File: src/pctd_pkg.sv
`default_nettype none
// ----------------------------------------------------------------------------
// pctd_pkg
// Shared widths and constants for the trial-division prime counter.
// ----------------------------------------------------------------------------
package pctd_pkg;

    // Default width of the tested value
    localparam int VALUE_WIDTH_DEF = 32;

    // Width of the running prime count
    localparam int TALLY_W = 32;

    // Result tdata: is_prime in bit 0, prime_total above, padded to bytes
    localparam int OUT_W = ((TALLY_W + 1 + 7) / 8) * 8;

    // Saturation value of the count
    localparam logic [TALLY_W-1:0] TALLY_MAX = {TALLY_W{1'b1}};

    // First odd trial divisor and its square
    localparam int FIRST_DIV = 3;
    localparam int FIRST_DIV_SQ = FIRST_DIV * FIRST_DIV;

endpackage : pctd_pkg
`default_nettype wire

File: src/prime_counter_trial_division.sv
`default_nettype none
// ----------------------------------------------------------------------------
// prime_counter_trial_division
// Trial-division primality test with a saturating running prime count.
// ----------------------------------------------------------------------------
// Sequence: negative, small and even values, and 2, pass from the accepting
//   state straight to the finish state; an odd value n alternates a test of
//   d * d > n with a restoring division of n by each odd divisor d from 3,
//   forming each remainder one bit a cycle, and stops at the first d that divides
//   n or, for a prime, once d * d exceeds n (about sqrt(n) / 2 divisors tried).
// Throughput: one item at a time; the next item is taken once the result has
//   moved into the output register, which holds it until taken.
// Reset: synchronous, active low; clears the count, the control state and the
//   output valid.
module prime_counter_trial_division
    import pctd_pkg::*;
#(
    parameter int VALUE_WIDTH = VALUE_WIDTH_DEF,
    localparam int DATA_W = ((VALUE_WIDTH + 7) / 8) * 8
) (
    input  wire logic              aclk,
    input  wire logic              aresetn,
    // input item
    input  wire logic              s_tvalid,
    output logic                   s_tready,
    input  wire logic [DATA_W-1:0] s_tdata,   // [VALUE_WIDTH-1:0] value, rest zero
    input  wire logic              s_tlast,   // last_item
    // result item
    output logic                   m_tvalid,
    input  wire logic              m_tready,
    output logic [OUT_W-1:0]       m_tdata    // [0] is_prime, [32:1] prime_total
);

    localparam int W     = VALUE_WIDTH;
    localparam int D_W   = W / 2 + 2;
    localparam int SQ_W  = W + 2;
    localparam int CNT_W = $clog2(W);
    localparam int PAD_W = OUT_W - TALLY_W - 1;

    typedef enum logic [1:0] {
        ST_IDLE,
        ST_TEST,
        ST_DIV,
        ST_FINISH
    } state_t;

    state_t              state_reg;
    logic [W-1:0]        n_reg;
    logic [W-1:0]        n_sh_reg;
    logic [D_W-1:0]      d_reg;
    logic [SQ_W-1:0]     dsq_reg;
    logic [D_W-1:0]      rem_reg;
    logic [CNT_W-1:0]    bit_cnt_reg;
    logic                prime_reg;
    logic                last_reg;
    logic [TALLY_W-1:0]  tally_reg;
    logic                m_tvalid_reg;
    logic                out_prime_reg;
    logic [TALLY_W-1:0]  out_total_reg;

    // Input decode
    logic [W-1:0] in_value;
    logic         in_trivial;
    logic         in_trivial_prime;

    assign in_value = s_tdata[W-1:0];

    always_comb begin
        in_trivial       = 1'b1;
        in_trivial_prime = 1'b0;
        priority if (in_value[W-1]) begin
            in_trivial = 1'b1;
        end else if (in_value[W-1:1] == '0) begin
            in_trivial = 1'b1;
        end else if (in_value == W'(2)) begin
            in_trivial_prime = 1'b1;
        end else if (!in_value[0]) begin
            in_trivial = 1'b1;
        end else begin
            in_trivial = 1'b0;
        end
    end

    // One restoring division step: shift in the next dividend bit
    logic [D_W:0]   rem_shift;
    logic [D_W:0]   rem_sub;
    logic [D_W-1:0] rem_step;

    assign rem_shift = {rem_reg, n_sh_reg[W-1]};
    assign rem_sub   = rem_shift - {1'b0, d_reg};
    assign rem_step  = (rem_shift >= {1'b0, d_reg}) ? rem_sub[D_W-1:0]
                                                     : rem_shift[D_W-1:0];

    // Next odd divisor square: (d + 2)^2 = d^2 + 4d + 4
    logic [SQ_W-1:0] dsq_step;
    logic            sq_over;

    assign dsq_step = dsq_reg + {{(SQ_W - D_W - 2){1'b0}}, d_reg, 2'b00} + SQ_W'(4);
    assign sq_over  = dsq_reg > {2'b00, n_reg};

    // Count update when a result is loaded
    logic               out_free;
    logic [TALLY_W-1:0] tally_inc;

    assign out_free  = !m_tvalid_reg || m_tready;
    assign tally_inc = (prime_reg && (tally_reg != TALLY_MAX)) ? tally_reg + TALLY_W'(1)
                                                               : tally_reg;

    // Control, datapath and output register
    always_ff @(posedge aclk) begin
        if (!aresetn) begin
            state_reg    <= ST_IDLE;
            tally_reg    <= '0;
            m_tvalid_reg <= 1'b0;
        end else begin
            // Set valid on a load, clear it once the result is taken
            if ((state_reg == ST_FINISH) && out_free) begin
                m_tvalid_reg <= 1'b1;
            end else if (m_tvalid_reg && m_tready) begin
                m_tvalid_reg <= 1'b0;
            end
            unique case (state_reg)
                ST_IDLE: begin
                    if (s_tvalid) begin
                        n_reg     <= in_value;
                        last_reg  <= s_tlast;
                        prime_reg <= in_trivial_prime;
                        d_reg     <= D_W'(FIRST_DIV);
                        dsq_reg   <= SQ_W'(FIRST_DIV_SQ);
                        state_reg <= in_trivial ? ST_FINISH : ST_TEST;
                    end
                end
                ST_TEST: begin
                    if (sq_over) begin
                        // no divisor up to the square root: prime
                        prime_reg <= 1'b1;
                        state_reg <= ST_FINISH;
                    end else begin
                        rem_reg     <= '0;
                        n_sh_reg    <= n_reg;
                        bit_cnt_reg <= CNT_W'(W - 1);
                        state_reg   <= ST_DIV;
                    end
                end
                ST_DIV: begin
                    rem_reg     <= rem_step;
                    n_sh_reg    <= {n_sh_reg[W-2:0], 1'b0};
                    bit_cnt_reg <= bit_cnt_reg - CNT_W'(1);
                    if (bit_cnt_reg == '0) begin
                        if (rem_step == '0) begin
                            // divisor found: composite
                            prime_reg <= 1'b0;
                            state_reg <= ST_FINISH;
                        end else begin
                            d_reg     <= d_reg + D_W'(2);
                            dsq_reg   <= dsq_step;
                            state_reg <= ST_TEST;
                        end
                    end
                end
                ST_FINISH: begin
                    if (out_free) begin
                        out_prime_reg <= prime_reg;
                        out_total_reg <= tally_inc;
                        tally_reg     <= last_reg ? '0 : tally_inc;
                        state_reg     <= ST_IDLE;
                    end
                end
                default: begin
                    state_reg <= ST_IDLE;
                end
            endcase
        end
    end

    assign s_tready = (state_reg == ST_IDLE);
    assign m_tvalid = m_tvalid_reg;
    assign m_tdata  = {{PAD_W{1'b0}}, out_total_reg, out_prime_reg};

endmodule : prime_counter_trial_division
`default_nettype wire

File: config.mk
export PLATFORM = sky130hd
export DESIGN_NAME = prime_counter_trial_division
export DESIGN_NICKNAME = d
export VERILOG_FILES = /design/src/pctd_pkg.sv /design/src/prime_counter_trial_division.sv
export SDC_FILE = /design/constraint.sdc
export NUM_CORES = 1
export LEC_CHECK = 0
export BUFFER_PORTS_ARGS = -buffer_cell sky130_fd_sc_hd__buf_2
export CORE_MARGIN = 5
export CORE_UTILIZATION = 30
export DETAILED_ROUTE_END_ITERATION = 12
export PLACE_DENSITY = 0.51
export SLEW_MARGIN = 20
export SYNTH_ARGS = -nofsm -noshare
export SYNTH_HDL_FRONTEND = slang
export SYNTH_SLANG_ARGS = --single-unit
File: constraint.sdc
create_clock -name aclk -period 4.9 [get_ports aclk]
set_input_delay 0.98 -clock aclk [delete_from_list [all_inputs] [get_ports aclk]]
set_output_delay 0.98 -clock aclk [all_outputs]
set_load 0.03 [all_outputs]
==> impl_metrics.py, run 1 <==
metrics = {
    "timing": {
        "skew_ps": 20.5,
        "hold_viol": 0,
        "fin_setup_tns_ps": 0,
        "final-setup-viol-count": 0,
        "max_freq_mhz": 236,
        "fin_crit_sh": 0.866,
        "rsz0062_at_grt": "no",
        "max_slew_margin": 0.329,
        "fin_crit_ps": 4240,
        "maxSlewViolCount": 0,
        "worstMarginPinSlew_ps": 1010,
    },
    "clock_tree": {
        "postCtsResizedCells": 0,
        "cts-root-buf": "clkbuf_16",
        "insertion_delay_ps": 540,
        "postCtsSetupRepairBufs": 0,
        "cts_tree": "built",
        "htreeDepth": 1,
        "path_clk_slew_ps": 60,
        "cts_buffer_depth": 3,
        "cts_buffers": 25,
        "hold_buffers": 0,
        "cts_sinks": 205,
    },
    "synthesis": {
        "synth_largest_area_cell": "edfxtp_1",
        "yosysSeqAreaShare": 0.482,
        "synthArstFlopShare": 0,
        "synth_flop_cell": "edfxtp_1",
        "synth_top_area_share": 0.424,
        "syn_area_mm2": 0.0121,
        "synth_area_leaders": "edfxtp_1 (42%), ha_1 (9.1%), dfxtp_1 (5.8%)",
        "syn_inst": 1189,
        "ys_ff_latch": 205,
        "avgSynthCellArea_um2": 10.1,
        "synthDistinctLibCells": 68,
        "yosysWarnings": 0,
        "synth-edff-count": 170,
    },
    "global_routing": {
        "antenna_found_initial": 0,
        "grt_pass1_wl_mm": 45.2,
        "grt_max_degree": 94,
        "grt_usage": 0.123,
        "grt_overflow_total": 0,
        "grt_pass1_vias": 8606,
    },
    "cells_and_area": {
        "area_growth_pct": 14.1,
        "n_fill_cell": 4044,
        "diodes": 0,
        "drive_gt1_frac": 0.104,
        "num-nets-final": 1373,
    },
    "critical_path": {
        "crit_fanout": 48,
        "start_kind": "flop",
        "cp.arrival_ps": 4460,
        "required_ps": 5120,
        "cp-end-kind": "flop",
        "path_class": "flop to flop",
        "r2r_setup_slack_ps": 660,
        "crit_path_start": "d_reg[1]$_SDFFCE_PN1P_",
        "rr_startpoint": "d_reg[1]$_SDFFCE_PN1P_",
        "reg2reg_depth": 12,
    },
    "power_and_ir_drop": {
        "seqPwrFrac": 0.353,
        "power_frac_comb": 0.397,
        "p_int_mw": 4.54,
        "p_per_area_mw_per_mm2": 528,
        "power.leakage_nw": 5.34,
        "switching_power_mw": 2.72,
        "power_mw": 7.26,
        "max-vdd-ir-drop_mv": 0.255,
        "p_sw_frac": 0.375,
        "clockPowerShare": 0.251,
    },
    "min_path": {
        "hold_depth": 2,
        "worstHoldStart": "tally_reg[26]$_SDFFE_PN0P_",
        "hold_class": "flop to flop",
    },
    "drt": {
        "post-route-drc-count": 0,
        "route.met2.wl_mm": 13.2,
        "antenna_left": 0,
        "routedWlPerCell_um": 15.8,
        "first_pass_iters": 5,
        "vias": 8849,
        "vias_per_cell": 4.95,
        "initialDrtViolationCount": 514,
        "top_layer": "met4",
        "wl_mm": 28.3,
        "wl_met3_mm": 1.11,
        "wl_met1_mm": 13.5,
    },
    "place": {
        "io_buffers": 71,
        "place.gp.congestion": 0.807,
        "hpwl_mm": 20.1,
    },
    "flow_run": {
        "maxCapViolations": 0,
    },
    "floorplan": {
        "rows": 73,
        "fp.dieW_um": 210,
        "dieArea_mm2": 0.0443,
        "core_mm2": 0.0397,
        "ioPinCount": 79,
        "dieHeight_um": 210,
        "start_util": 0.303,
    },
    "status": {
        "outcome": "finished, final reports clean",
    },
}
-- cells by family after synthesis --
kind of cell	Yosys count	share of synthesized area
flops	205	0.482
fa+ha+maj	90	0.0947
simple gates	391	0.162
xor+xnor	66	0.0480
compound gates	279	0.151
mux	21	0.0177
buf+inv	136	0.0453
other cells	1	0.000311
-- layout by cell type (no fill, tap or decap), drive strengths merged, types with 17 or more instances in the layout --
cell type  count
xor2          17
edfxtp       170
a21o          25
nor2b         18
dfxtp         35
and2          17
nand3         35
buf           83
ha            88
or3           21
a21boi        27
inv           77
nand2         93
xnor2         49
a21oi         58
nor3          27
nor2          89
clkbuf        33
mux2i         18
o21ai         82
nand4         25
and3          19
-- power by group through the flow --
stage	Clock, mW	Sequential, mW	Combinational, mW
5_1_grt	1.96	2.60	3.23
3_5_place_dp	0	2.60	2.86
2_1_floorplan	0	2.55	2.16
3_3_place_gp	0	2.59	2.86
4_1_cts	1.88	2.56	2.88
6_report	1.82	2.56	2.88
-- per-layer routing --
metal  vias up  track usage
li1       4460            -
met1      4207        0.168
met2       152        0.207
met3        30       0.0195
met4         0       0.0297
met5         -            0
-- per-stage QoR --
step                 util  cell area [µm²]  hold WS, ps  instances  setup WS (ps)
finish              0.346            13700          521       1789            656
global route        0.346            13700          549       1789            420
CTS                 0.346            13700          517       1789            607
detailed placement  0.326            12900          509       1744            626
global placement    0.326            12900          493       1744            693
floorplan               -            12100          474       1195            758
-- cell usage after synthesis, types with 6 or more instances --
cell type / number
o21a_1: 16
a211oi_1: 9
buf_4: 8
xor2_1: 17
or3_1: 21
and2_1: 17
inv_1: 75
nand3_1: 35
clkbuf_1: 42
nor2_1: 89
ha_1: 88
nor2b_1: 18
nand2b_1: 12
nor3_1: 27
a21boi_0: 27
o21ai_0: 80
xnor2_1: 49
a22oi_1: 6
dfxtp_1: 35
nand2_1: 93
edfxtp_1: 170
and3_1: 19
a31oi_1: 7
nor4_1: 15
mux2i_1: 18
nand4_1: 25
a21o_1: 25
a21oi_1: 57
-- area by class of cell --
type | count | area, µm² | area share
Tap cell | 525 | 657 | 0.0478
Clock inverter | 12 | 124 | 0.00901
Multi-Input combinational cell | 854 | 5730 | 0.417
Timing Repair Buffer | 83 | 458 | 0.0333
Sequential cell | 205 | 5810 | 0.422
Inverter | 77 | 289 | 0.0210
Clock buffer | 33 | 686 | 0.0499
-- worst max-delay path, stage by stage (launching register included) --
cell      delay, ps
edfxtp_1        490
inv_1           110
ha_1            330
a211o_1         340
a211o_1         310
a21oi_4         170
a211oi_1        120
or4_1           500
or4b_1          490
nor4_2          300
a21oi_1         170
o21a_2          240
buf_4           330
-- worst paths after layout --
kind	to
max	dsq_reg[16]$_SDFFCE_PN0P_
min	tally_reg[26]$_SDFFE_PN0P_
max reg2reg	dsq_reg[16]$_SDFFCE_PN0P_
min reg2reg	tally_reg[26]$_SDFFE_PN0P_
No activity file was read; power rests on OpenSTA's default activity.
==> run 2, diff against run 1 <==
--- a/config.mk
+++ b/config.mk
@@ -9,7 +9,6 @@
 export CORE_MARGIN = 5
 export CORE_UTILIZATION = 30
 export DETAILED_ROUTE_END_ITERATION = 12
-export PLACE_DENSITY = 0.51
 export SLEW_MARGIN = 20
 export SYNTH_ARGS = -nofsm -noshare
 export SYNTH_HDL_FRONTEND = slang
==> constraint.sdc (replaced) <==
create_clock -name aclk -period 4.5 [get_ports aclk]
set_input_delay 0.9 -clock aclk [delete_from_list [all_inputs] [get_ports aclk]]
set_output_delay 0.9 -clock aclk [all_outputs]
set_load 0.03 [all_outputs]
==> impl_metrics.py, run 2 (synthesized netlist as in run 1, its figures left out) <==
metrics = {
    "status": {
        "outcome": "finished, final reports clean",
    },
    "drt": {
        "wl_mm": 29.6,
        "vias_per_cell": 5.08,
        "routedWlPerCell_um": 16.6,
        "antenna_left": 0,
        "post-route-drc-count": 0,
        "initialDrtViolationCount": 568,
        "vias": 9067,
        "first_pass_iters": 5,
    },
    "clock_tree": {
        "insertion_delay_ps": 520,
        "hold_buffers": 0,
        "postCtsSetupRepairBufs": 0,
        "postCtsResizedCells": 0,
        "cts_buffers": 22,
        "cts_sinks": 205,
        "cts_buffer_depth": 3,
        "cts_tree": "built",
        "htreeDepth": 1,
        "cts-root-buf": "clkbuf_16",
        "path_clk_slew_ps": 60,
    },
    "critical_path": {
        "r2r_setup_slack_ps": 490,
        "reg2reg_to": "dsq_reg[31]$_SDFFCE_PN0P_",
        "crit_fanout": 7,
        "cp.arrival_ps": 4390,
        "rr_startpoint": "d_reg[3]$_SDFFCE_PN0P_",
        "reg2reg_depth": 11,
        "cp-end-kind": "flop",
        "path_class": "flop to flop",
        "required_ps": 4870,
        "start_kind": "flop",
    },
    "cells_and_area": {
        "num-nets-final": 1372,
        "postLayoutCellArea_mm2": 0.0137,
        "n_fill_cell": 4035,
        "diodes": 0,
        "area_growth_pct": 13.3,
        "final_cell_mix": "edfxtp_1 (170), nand2_1 (93), nor2_1 (89)",
        "final_common_cell": "edfxtp_1",
        "drive_gt1_frac": 0.102,
    },
    "place": {
        "pre_cts_slack_ps": 483,
        "placement.cell_area_mm2": 0.0130,
        "io_buffers": 71,
        "hpwl_mm": 21.0,
        "place.gp.congestion": 0.863,
    },
    "floorplan": {
        "core_mm2": 0.0397,
        "dieHeight_um": 210,
        "ioPinCount": 79,
        "rows": 73,
        "start_util": 0.303,
        "fp.dieW_um": 210,
        "dieArea_mm2": 0.0443,
    },
    "min_path": {
        "hold_end": "tally_reg[26]$_SDFFE_PN0P_",
        "worstHoldStart": "tally_reg[26]$_SDFFE_PN0P_",
        "hold_class": "flop to flop",
        "hold_depth": 2,
    },
    "flow_run": {
        "maxCapViolations": 0,
    },
    "timing": {
        "max_slew_margin": 0.358,
        "rsz0062_at_grt": "no",
        "final-setup-viol-count": 0,
        "setup_slack_ps": 488,
        "fin_setup_tns_ps": 0,
        "max_freq_mhz": 249,
        "maxSlewViolCount": 0,
        "fin_crit_sh": 0.892,
        "hold_viol": 0,
        "worstMarginPinSlew_ps": 964,
        "fin_crit_ps": 4010,
        "skew_ps": 16.6,
    },
    "global_routing": {
        "antenna_found_initial": 0,
        "grt_max_degree": 52,
        "grt_pass1_wl_mm": 47.1,
        "grt_pass1_vias": 8855,
        "grt_usage": 0.129,
        "grt_overflow_total": 0,
    },
    "power_and_ir_drop": {
        "max-vdd-ir-drop_mv": 0.220,
        "power.leakage_nw": 5.29,
        "p_per_area_mw_per_mm2": 568,
    },
}
## run 2: where the power goes
| part | leakage [nW] | internal, mW | switching, mW |
|---|---|---|---|
| clock network | 0.338 | 1.03 | 0.751 |
| logic | 3.08 | 1.22 | 1.97 |
| registers | 1.88 | 2.55 | 0.240 |
| total | 5.29 | 4.79 | 2.96 |
## run 2: metrics by stage
step / instances / utilization / hold slack, ps / total power [mW]
after global routing: 1786 / 0.344 / 544 / 8.32
final: 1786 / 0.344 / 529 / 7.75
after CTS: 1786 / 0.344 / 525 / 7.81
after detailed placement: 1746 / 0.326 / 517 / 5.97
after floorplan: 1195 / - / 474 / 5.12
after global placement: 1746 / 0.326 / 499 / 5.94
## run 2: worst max path at each step
stage,start,end,slack [ps],cells after the start
floorplan,d_reg[1]$_SDFFCE_PN1P_,d_reg[10]$_SDFFCE_PN0P_,360,11
global placement,d_reg[3]$_SDFFCE_PN0P_,dsq_reg[21]$_SDFFCE_PN0P_,570,11
detailed placement,d_reg[1]$_SDFFCE_PN1P_,dsq_reg[16]$_SDFFCE_PN0P_,480,12
CTS,d_reg[1]$_SDFFCE_PN1P_,dsq_reg[19]$_SDFFCE_PN0P_,470,12
global route,d_reg[3]$_SDFFCE_PN0P_,dsq_reg[23]$_SDFFCE_PN0P_,200,11
finish,d_reg[3]$_SDFFCE_PN0P_,dsq_reg[31]$_SDFFCE_PN0P_,490,11
## run 2: final cells by class
cell class              count  area [µm²]  area share
clock buffers              38         683      0.0500
inverters                  77         289      0.0212
clock inverters             2        10.0    0.000733
well taps                 525         657      0.0481
multi-input cells         854        5730       0.419
repair buffers             85         485      0.0355
flip-flops and latches    205        5810       0.425
## run 2: worst max-delay path: stages, from the launching register on
cell and delay, ps:
edfxtp_1 470, ha_1 330, ha_1 340, nor2b_1 170, o31ai_1 360, a21oi_1 170
o41ai_1 450, o21ai_0 300, a221oi_1 470, o21ai_1 380, nand4_1 220, mux2i_1 200
## run 2: metal layers
metal	GRT usage	vias to the layer above	part of all wire
li1	-	4460	-
met4	0.0235	0	0.014
met3	0.0198	32	0.049
met1	0.186	4392	0.49
met2	0.208	183	0.45
met5	0	-	0
==> run 3, diff against run 2 <==
==> constraint.sdc (replaced) <==
create_clock -name aclk -period 4.35 [get_ports aclk]
set_input_delay 0.87 -clock aclk [delete_from_list [all_inputs] [get_ports aclk]]
set_output_delay 0.87 -clock aclk [all_outputs]
set_load 0.03 [all_outputs]
==> impl_metrics.py, run 3 (synthesized netlist as in run 1, its figures left out) <==
metrics = {
    "status": {
        "outcome": "finished, final reports clean",
    },
    "power_and_ir_drop": {
        "p_int_mw": 5.04,
        "clockPowerShare": 0.235,
        "p_sw_frac": 0.378,
        "p_per_area_mw_per_mm2": 591,
        "switching_power_mw": 3.07,
        "power.leakage_nw": 5.33,
        "max-vdd-ir-drop_mv": 0.285,
        "seqPwrFrac": 0.355,
        "power_frac_comb": 0.410,
    },
    "timing": {
        "fin_crit_sh": 0.945,
        "maxSlewViolCount": 0,
        "worstMarginPinSlew_ps": 961,
        "final-setup-viol-count": 0,
        "fin_crit_ps": 4110,
        "skew_ps": 13.5,
        "rsz0062_at_grt": "no",
        "max_freq_mhz": 243,
        "max_slew_margin": 0.359,
        "setup_slack_ps": 237,
        "hold_viol": 0,
        "fin_hold_ws_ps": 518,
        "fin_setup_tns_ps": 0,
    },
    "clock_tree": {
        "cts_buffers": 23,
        "cts_sinks": 205,
        "path_clk_slew_ps": 60,
        "postCtsSetupRepairBufs": 0,
        "insertion_delay_ps": 520,
        "cts-root-buf": "clkbuf_16",
        "htreeDepth": 1,
        "cts_tree": "built",
        "cts_buffer_depth": 3,
    },
    "place": {
        "dp_cells": 1749,
        "hpwl_mm": 21.6,
        "io_buffers": 71,
        "place.gp.congestion": 0.869,
        "pre_cts_slack_ps": 281,
    },
    "critical_path": {
        "path_cells": "inv_1 > ha_1 > a211o_1 > a211o_1 > a21oi_4 > a211oi_1 > or4_1 > or4b_1 > nor4_2 > a21oi_1 > o21a_2 > buf_4",
        "cp-end-kind": "flop",
        "cpLargestDelayFamily": "compound AO/OA/AOI/OAI gates",
        "start_kind": "flop",
        "cp_num_buf_inv": 2,
        "path_class": "flop to flop",
        "worst-path-stages": 12,
        "slowest_stage": "or4_1",
        "crit_fanout": 26,
        "slowest_delay_ps": 530,
        "reg2reg_depth": 12,
        "required_ps": 4580,
        "cp.arrival_ps": 4340,
        "cp_common_cell": "a211o_1",
    },
    "cells_and_area": {
        "final_cell_mix": "edfxtp_1 (170), nand2_1 (93), nor2_1 (89)",
        "drive_gt1_frac": 0.107,
        "final_cells": 1789,
        "diodes": 0,
        "num-nets-final": 1376,
        "area_growth_pct": 13.8,
        "final_util": 0.345,
        "final_common_cell": "edfxtp_1",
    },
    "floorplan": {
        "start_util": 0.303,
        "fp.dieW_um": 210,
        "dieHeight_um": 210,
        "core_mm2": 0.0397,
        "dieArea_mm2": 0.0443,
        "ioPinCount": 79,
        "rows": 73,
    },
    "global_routing": {
        "grt_pass1_wl_mm": 47.5,
        "antenna_found_initial": 1,
        "grt_max_degree": 60,
        "grt_pass1_vias": 8841,
        "grt_usage": 0.130,
        "grt_overflow_total": 0,
    },
    "drt": {
        "initialDrtViolationCount": 624,
        "vias": 9057,
        "wl_mm": 29.7,
        "routedWlPerCell_um": 16.6,
        "post-route-drc-count": 0,
        "vias_per_cell": 5.06,
        "first_pass_iters": 5,
        "antenna_left": 0,
    },
    "min_path": {
        "hold_class": "flop to flop",
        "hold_depth": 2,
    },
    "flow_run": {
        "maxCapViolations": 0,
    },
}
[run 3: worst register-to-register path, delay by kind of cell, from the launching register on]
family | cells | cell delay, ps
flops | 1 | 490
buf+inv | 2 | 360
fa+ha+maj | 1 | 350
compound gates | 6 | 1350
simple gates | 3 | 1280
[run 3: metrics by stage]
step / power, mW / instance area [µm²]
6_report: 8.11 / 13700
5_1_grt: 8.69 / 13700
4_1_cts: 8.17 / 13700
3_5_place_dp: 6.21 / 13000
3_3_place_gp: 6.19 / 13000
2_1_floorplan: 5.30 / 12100
[run 3: worst paths after layout]
kind,start,endpoint,slack (ps)
max reg2reg,d_reg[1]$_SDFFCE_PN1P_,dsq_reg[7]$_SDFFCE_PN0P_,240
max,d_reg[1]$_SDFFCE_PN1P_,dsq_reg[7]$_SDFFCE_PN0P_,240
min,tally_reg[26]$_SDFFE_PN0P_,tally_reg[26]$_SDFFE_PN0P_,520
min reg2reg,tally_reg[26]$_SDFFE_PN0P_,tally_reg[26]$_SDFFE_PN0P_,520
[run 3: repair_timing]
item / 4_1_cts / 5_1_grt
hold buffers: 0 / 0
endpoints found under the setup margin: 0 / 3
gates resized for setup: 0 / 1
[run 3: power groups by stage]
stage | clock network [mW] | logic [mW] | registers [mW]
4_1_cts | 1.97 | 3.32 | 2.88
6_report | 1.91 | 3.32 | 2.87
3_5_place_dp | 0 | 3.30 | 2.91
2_1_floorplan | 0 | 2.43 | 2.87
3_3_place_gp | 0 | 3.27 | 2.91
5_1_grt | 2.04 | 3.73 | 2.92
[run 3: layout make-up]
type                    instances  area (µm²)
multi-input cells             854        5740
flip-flops and latches        205        5810
fillers                      4078       26000
inverters                      77         289
repair buffers                 88         508
clock buffers                  30         632
clock inverters                10        93.8
well taps                     525         657
[run 3: layer usage]
| metal | GRT usage | vias up | routed length, µm |
|---|---|---|---|
| met4 | 0.0295 | 0 | 682 |
| li1 | - | 4474 | - |
| met3 | 0.0210 | 40 | 1360 |
| met2 | 0.208 | 172 | 13200 |
| met1 | 0.188 | 4371 | 14500 |
| met5 | 0 | - | 0 |
